`src/design/ffbe_ram.sv`:
```
module ffbe_ram #(
    parameter int unsigned WIDTH = 8,
    parameter int unsigned DEPTH = 2
) (
    input  logic                     clk,
    input  logic                     we,
    input  logic [$clog2(DEPTH)-1:0] waddr,
    input  logic [WIDTH-1:0]         wdata,
    input  logic [$clog2(DEPTH)-1:0] raddr,
    output logic [WIDTH-1:0]         rdata
);
    logic [WIDTH-1:0] mem [DEPTH];

    always_ff @(posedge clk)
    begin
        if (we)
        begin
            mem[waddr] <= wdata;
        end
        rdata <= mem[raddr];
    end
endmodule

```
`config.mk`:
```
export PLATFORM = sky130hd
export DESIGN_NAME = ffbe_ram
export DESIGN_NICKNAME = d
export VERILOG_FILES = /design/src/design/ffbe_ram.sv
export SDC_FILE = /design/constraint.sdc
export NUM_CORES = 1
export LEC_CHECK = 0
export BUFFER_PORTS_ARGS = -buffer_cell sky130_fd_sc_hd__buf_4
export CAP_MARGIN = 20
export CORE_MARGIN = 2
export CORE_UTILIZATION = 52
export CTS_BUF_LIST = sky130_fd_sc_hd__clkbuf_4
export CTS_CLUSTER_DIAMETER = 40
export DETAILED_ROUTE_END_ITERATION = 10
export PLACE_DENSITY = 0.78
export SLEW_MARGIN = 25
export SYNTH_ARGS = -nofsm -noshare
export SYNTH_HDL_FRONTEND = slang
export SYNTH_SLANG_ARGS = --single-unit
```
`constraint.sdc`:
```
create_clock -name clk -period 1.2 [get_ports clk]
set_clock_uncertainty 0.1 [all_clocks]
set_input_delay 0.18 -clock clk [delete_from_list [all_inputs] [get_ports clk]]
set_output_delay 0.18 -clock clk [all_outputs]
set_load 0.01 [all_outputs]
```
==> results.sh, run 1 <==
export IMPL_slew_viol_final=0
export IMPL_rr_worst_depth=1
export IMPL_critPathSlowestCell="dfxtp_1"
export IMPL_hold_class="primary input to register"
export IMPL_rsz0062_at_grt="no"
export IMPL_timing_hold_ws_ns=0.137
export IMPL_synth_commonest_cells="edfxtp_1 (16), dfxtp_1 (8), mux2_4 (8)"
export IMPL_path_delay_family="flip-flops"
export IMPL_relSlewSlack=0.763
export IMPL_clock_sink_count=24
export IMPL_finalSetupTns_ns=0
export IMPL_crit_reg2reg_capture="rdata[1]$_DFF_P_"
export IMPL_insertion_delay_ns=0.31
export IMPL_start_util=0.540
export IMPL_min_period_ns=1.04
export IMPL_setup_viol_count_final=0
export IMPL_hold_viol_final=0
export IMPL_cp_depth=1
export IMPL_synth_top_area_cell="edfxtp_1"
export IMPL_die_area_um2=1840
export IMPL_hp_start="raddr"
export IMPL_vias=380
export IMPL_grt_pass1_vias=383
export IMPL_cts_tree="yes"
export IMPL_final_cells=82
export IMPL_grt_max_degree=15
export IMPL_regToRegSetupSlack_ns=0.36
export IMPL_crit_path_start_kind="register"
export IMPL_leakagePower_uw=0.000446
export IMPL_gr_total_overflow=0
export IMPL_worst_pin_slew_ns=0.355
export IMPL_final_nets=79
export IMPL_place_congestion=0.646
export IMPL_async_flop_share=0
export IMPL_crit_path_max_fanout=1
export IMPL_hold_path_depth=2
export IMPL_max_cap_viol_count=0
export IMPL_drc=0
export IMPL_status="complete, no violations"
export IMPL_routed_wirelength_um=912
export IMPL_core_area_um2=1450
export IMPL_worstSetupEndpointType="output pin"
export IMPL_syn_num_nets=47
export IMPL_clockBufferDepth=2
export IMPL_cts_setup_buffers=0
export IMPL_die_h_um=42.8
export IMPL_dr_pass1_iters=2
export IMPL_hold_path_endpoint="rdata[2]$_DFF_P_"
export IMPL_antenna_found_initial=0
export IMPL_synth_top_area_frac=0.612
export IMPL_worst_slack_ns=0.156
export IMPL_period_share=0.870
export IMPL_drt_iter0_drc=3
export IMPL_synthesis_instances=35
export IMPL_grt_usage=0.127
export IMPL_ys_ff_latch=24
export IMPL_wire_per_inst_um=11.1
export IMPL_nFillCells=91
export IMPL_area_delta_synth_final_pct=37.2
export IMPL_viasPerCell=4.63
export IMPL_ios=20
export IMPL_drive_gt1_frac=0.485
export IMPL_synthTopCellsByArea="edfxtp_1 (61%), dfxtp_1 (20%), mux2_4 (15%)"
export IMPL_syn_avg_cell_area_um2=22.4
export IMPL_synthDistinctLibCells=6
export IMPL_numCtsBuffers=3
export IMPL_synth_ff_type="edfxtp_1"
export IMPL_power_frac_comb=0.097
export IMPL_p_clk_frac=0.329
export IMPL_post_cts_resize_count=0
export IMPL_dpl_cell_count=70
export IMPL_worstPathRequired_ns=0.92
export IMPL_synth_area_um2=785
export IMPL_clkTransAtPathRegs_ns=0.12
export IMPL_synth_edf_count=16
export IMPL_seq_area_frac_synth=0.817
export IMPL_fin_util=0.740
export IMPL_grt_first_pass_wirelength_um=1590
export IMPL_cp_arrival_ns=0.76
export IMPL_seqPwrFrac=0.574
export IMPL_intPower_uw=1390
export IMPL_power_switching_uw=282
export IMPL_clockRootBuffer="clkbuf_4"
export IMPL_ant_nets=0
export IMPL_yosys_warnings=0
export IMPL_r2r_start="mem[1][1]$_DFFE_PP_"
export IMPL_p_per_area_nw_per_um2=1560
export IMPL_crit_type="register to output pin"
export IMPL_worst_path_buf_inv=1
export IMPL_diodes=0
export IMPL_slowest_delay_ns=0.32
export IMPL_ir_drop_mv=1.99
export IMPL_h_tree_depth=1
export IMPL_die_w_um=42.8
export IMPL_synth_most_common_cell="edfxtp_1"
export IMPL_post_place_ws_ns=0.146
export IMPL_std_cell_rows=14
export IMPL_max_freq_ghz=0.958
export IMPL_switching_share=0.168
export IMPL_port_buffers=19
export IMPL_postCtsHoldBufs=8
export IMPL_path_cells="buf_4"
-- cell type report --
type	instances	area (µm²)	share of cell area
clock buffers	3	22.5	0.0209
flip-flops and latches	24	641	0.595
clock inverters	1	30.0	0.0279
repair buffers	28	230	0.214
multi-input cells	10	133	0.123
well taps	16	20.0	0.0186
-- layer usage --
| layer | up-vias | track usage | share of wire | wire length (µm) |
|---|---|---|---|---|
| li1 | 190 | - | - | - |
| met1 | 171 | 0.120 | 0.39 | 354 |
| met2 | 19 | 0.224 | 0.53 | 479 |
| met3 | 0 | 0.0766 | 0.086 | 78 |
| met4 | 0 | 0.0375 | 0 | 0 |
| met5 | - | 0 | 0 | 0 |
-- power groups by stage --
stage,registers [µW],clock network (µW),logic [µW]
CTS,962,565,164
global placement,979,0,141
global route,967,620,174
finish,961,550,162
floorplan,992,0,56.9
detailed placement,981,0,143
-- cells in the final DEF, fill, tap and decap left out --
master / instances
clkbuf_4: 3
buf_4: 20
dlygate4sd3_1: 8
edfxtp_1: 16
mux2_4: 8
dfxtp_1: 8
nor2b_1: 1
and2_1: 1
bufinv_16: 1
-- worst max path at each step --
stage,slack (ns),start,to
2_1_floorplan,0.13,we,mem[0][0]$_DFFE_PP_
3_3_place_gp,0.17,waddr,mem[1][2]$_DFFE_PP_
3_5_place_dp,0.15,waddr,mem[1][0]$_DFFE_PP_
4_1_cts,0.14,rdata[5]$_DFF_P_,rdata[5]
5_1_grt,0.1,rdata[6]$_DFF_P_,rdata[6]
6_report,0.16,rdata[5]$_DFF_P_,rdata[5]
-- registers in the layout, indices dropped and copies added, names as in the netlist --
name,count
rdata,8
mem,16
-- per-stage QoR --
stage | total power (µW) | area (µm²)
2_1_floorplan | 1050 | 785
3_3_place_gp | 1120 | 943
3_5_place_dp | 1120 | 943
4_1_cts | 1690 | 1080
5_1_grt | 1760 | 1080
6_report | 1670 | 1080
-- logic make-up (layout without fill, tap and decap cells) --
logic type,after synthesis,in the layout,synth area share
and+or+nand+nor,2,2,0.0160
DFF,24,24,0.817
muxes,8,8,0.153
buffers and inverters,1,32,0.0144
(Power assumes the default switching activity.)
==> inputs of run 2 (changes only) <==
- ABC_AREA: unset -> 1
- PLACE_DENSITY: 0.78 -> 0.79
- clock period: 1.2 -> 1.15 ns (I/O delays scaled with it)
==> run 2 against run 1 <==
Against the previous run: first-iteration DRC count rose to 5.0 times the previous value; utilization up 2.8 points; sequential power grew 4%; synthesized cell count is 54% higher; sequential share of layout area rose by 3.0 points; final area decreased by 4.8%; via count grew 19%; wire length increased by 28%.
==> results.sh, run 2 <==
export IMPL_status="complete, no violations"
export IMPL_clock_sink_count=24
export IMPL_intPower_uw=1200
export IMPL_mostFrequentLayoutCells="nand2_1 (25), buf_4 (20), edfxtp_1 (16)"
export IMPL_post_place_ws_ns=0.162
export IMPL_clockRootBuffer="clkbuf_4"
export IMPL_synthSimpleGateAreaFrac=0.128
export IMPL_worst_pin_slew_ns=0.310
export IMPL_die_h_um=42.3
export IMPL_p_clk_frac=0.233
export IMPL_cts_setup_buffers=0
export IMPL_synth_compound_area_share=0
export IMPL_ant_nets=0
export IMPL_wire_per_inst_um=11.6
export IMPL_drc=0
export IMPL_final_common_cell="nand2_1"
export IMPL_synth_edf_count=16
export IMPL_rr_worst_depth=2
export IMPL_syn_num_nets=66
export IMPL_switching_share=0.204
export IMPL_antenna_found_initial=0
export IMPL_synth_area_um2=761
export IMPL_largest_register_ffs=16
export IMPL_top_register="mem"
export IMPL_std_cell_rows=13
export IMPL_area_delta_synth_final_pct=34.7
export IMPL_clockBufferDepth=2
export IMPL_viasPerCell=4.52
export IMPL_crit_path_start_kind="register"
export IMPL_path_delay_family="flip-flops"
export IMPL_max_cap_viol_count=0
export IMPL_synth_top_area_cell="edfxtp_1"
export IMPL_cp_arrival_ns=0.76
export IMPL_synthAdderAreaFrac=0
export IMPL_routed_wirelength_um=1160
export IMPL_syn_avg_cell_area_um2=14.1
export IMPL_worst_path_buf_inv=1
export IMPL_cp_depth=1
export IMPL_ys_ff_latch=24
export IMPL_dpl_hpwl_um=758
export IMPL_timing_hold_ws_ns=0.0361
export IMPL_gr_total_overflow=0
export IMPL_hold_path_endpoint="rdata[5]$_DFF_P_"
export IMPL_synthesis_instances=54
export IMPL_rsz0062_at_grt="no"
export IMPL_path_cells="buf_4"
export IMPL_synthTopCellsByArea="edfxtp_1 (63%), dfxtp_1 (21%), nand2_1 (12%)"
export IMPL_crit_path_max_fanout=1
export IMPL_top_regs="mem x16, rdata x8"
export IMPL_slew_viol_final=0
export IMPL_synth_commonest_cells="nand2_1 (25), edfxtp_1 (16), dfxtp_1 (8)"
export IMPL_drt_iter0_drc=15
export IMPL_hold_class="primary input to register"
export IMPL_min_period_ns=1.03
export IMPL_synthMuxAreaShare=0
export IMPL_diodes=0
export IMPL_final_nets=98
export IMPL_r2r_start="mem[0][7]$_DFFE_PP_"
export IMPL_grt_pass1_vias=449
export IMPL_cts_tree="yes"
export IMPL_crit_reg2reg_capture="rdata[7]$_DFF_P_"
export IMPL_max_freq_ghz=0.971
export IMPL_grt_first_pass_wirelength_um=1880
export IMPL_power_frac_comb=0.101
export IMPL_die_w_um=42.3
export IMPL_die_area_um2=1790
export IMPL_seqPwrFrac=0.666
export IMPL_dr_pass1_iters=4
export IMPL_vias=452
export IMPL_worst_slack_ns=0.120
export IMPL_synth_top_family_by_area="simple AND/OR/NAND/NOR gates"
export IMPL_seq_area_frac_synth=0.842
export IMPL_yosys_warnings=0
export IMPL_worstSetupEndpointType="output pin"
export IMPL_period_share=0.896
export IMPL_synthDistinctLibCells=7
export IMPL_grt_max_degree=14
export IMPL_ir_drop_mv=1.05
export IMPL_power_switching_uw=308
export IMPL_start_util=0.570
export IMPL_grt_usage=0.150
export IMPL_drive_gt1_frac=0.282
export IMPL_hp_start="raddr"
export IMPL_synth_ff_type="edfxtp_1"
export IMPL_h_tree_depth=1
export IMPL_synth_most_common_cell="nand2_1"
export IMPL_synth_top_area_frac=0.632
export IMPL_hold_path_depth=3
export IMPL_hold_viol_final=0
export IMPL_p_per_area_nw_per_um2=1470
export IMPL_slowest_delay_ns=0.32
export IMPL_setup_viol_count_final=0
export IMPL_crit_type="register to output pin"
export IMPL_placed_cell_area_um2=918
export IMPL_regToRegSetupSlack_ns=0.44
export IMPL_insertion_delay_ns=0.30
export IMPL_port_buffers=19
export IMPL_yosys_area_share_xor_xnor=0
export IMPL_nFillCells=83
export IMPL_p_total_uw=1510
export IMPL_critPathSlowestCell="dfxtp_1"
export IMPL_ios=20
export IMPL_worstPathRequired_ns=0.88
export IMPL_async_flop_share=0
export IMPL_relSlewSlack=0.793
export IMPL_core_area_um2=1330
export IMPL_finalSetupTns_ns=0
export IMPL_clkTransAtPathRegs_ns=0.12
export IMPL_final_area_um2=1020
export IMPL_leakagePower_uw=0.000455
export IMPL_place_congestion=0.696
export IMPL_numCtsBuffers=3
## run 2: worst max-delay path by stage
stage	from	to
after CTS	rdata[6]$_DFF_P_	rdata[6]
after detailed placement	waddr	mem[1][5]$_DFFE_PP_
final	rdata[6]$_DFF_P_	rdata[6]
after global routing	rdata[0]$_DFF_P_	rdata[0]
after global placement	waddr	mem[1][5]$_DFFE_PP_
after floorplan	we	mem[0][0]$_DFFE_PP_
## run 2: kinds of logic (layout without fill, tap and decap cells)
family,Yosys count,after routing
buffers and inverters,4,35
AND/OR/NAND/NOR,26,26
flip-flops,24,24
## run 2: what timing repair did
item,CTS,global route
hold buffers,8,0
gates resized for setup,0,0
endpoints found under the hold margin,16,0
## run 2: area by class of cell
cell class,count,area (µm²),share of cell area
repair buffers,28,230,0.225
clock inverters,1,3.75,0.00366
flip-flops and latches,24,641,0.625
inverters,3,11.3,0.0110
well taps,15,18.8,0.0183
multi-input cells,26,97.6,0.0952
clock buffers,3,22.5,0.0220
## run 2: power groups by stage
stage	Clock [µW]	Sequential [µW]	Combinational [µW]
floorplan	0	1030	39.9
global placement	0	1020	128
detailed placement	0	1020	132
CTS	364	1000	154
global route	405	1010	165
finish	351	1000	152
## run 2: per-stage QoR
step	instances	util
final	100	0.768
after global routing	100	0.768
after CTS	100	0.768
after detailed placement	88	0.689
after global placement	88	0.689
after floorplan	54	-
## run 2: per-layer routing
metal,share of wire,GRT usage,up-vias
li1,-,-,235
met1,0.39,0.175,196
met2,0.52,0.243,19
met3,0.069,0.0517,2
met4,0.014,0.0750,0
met5,0,0,-
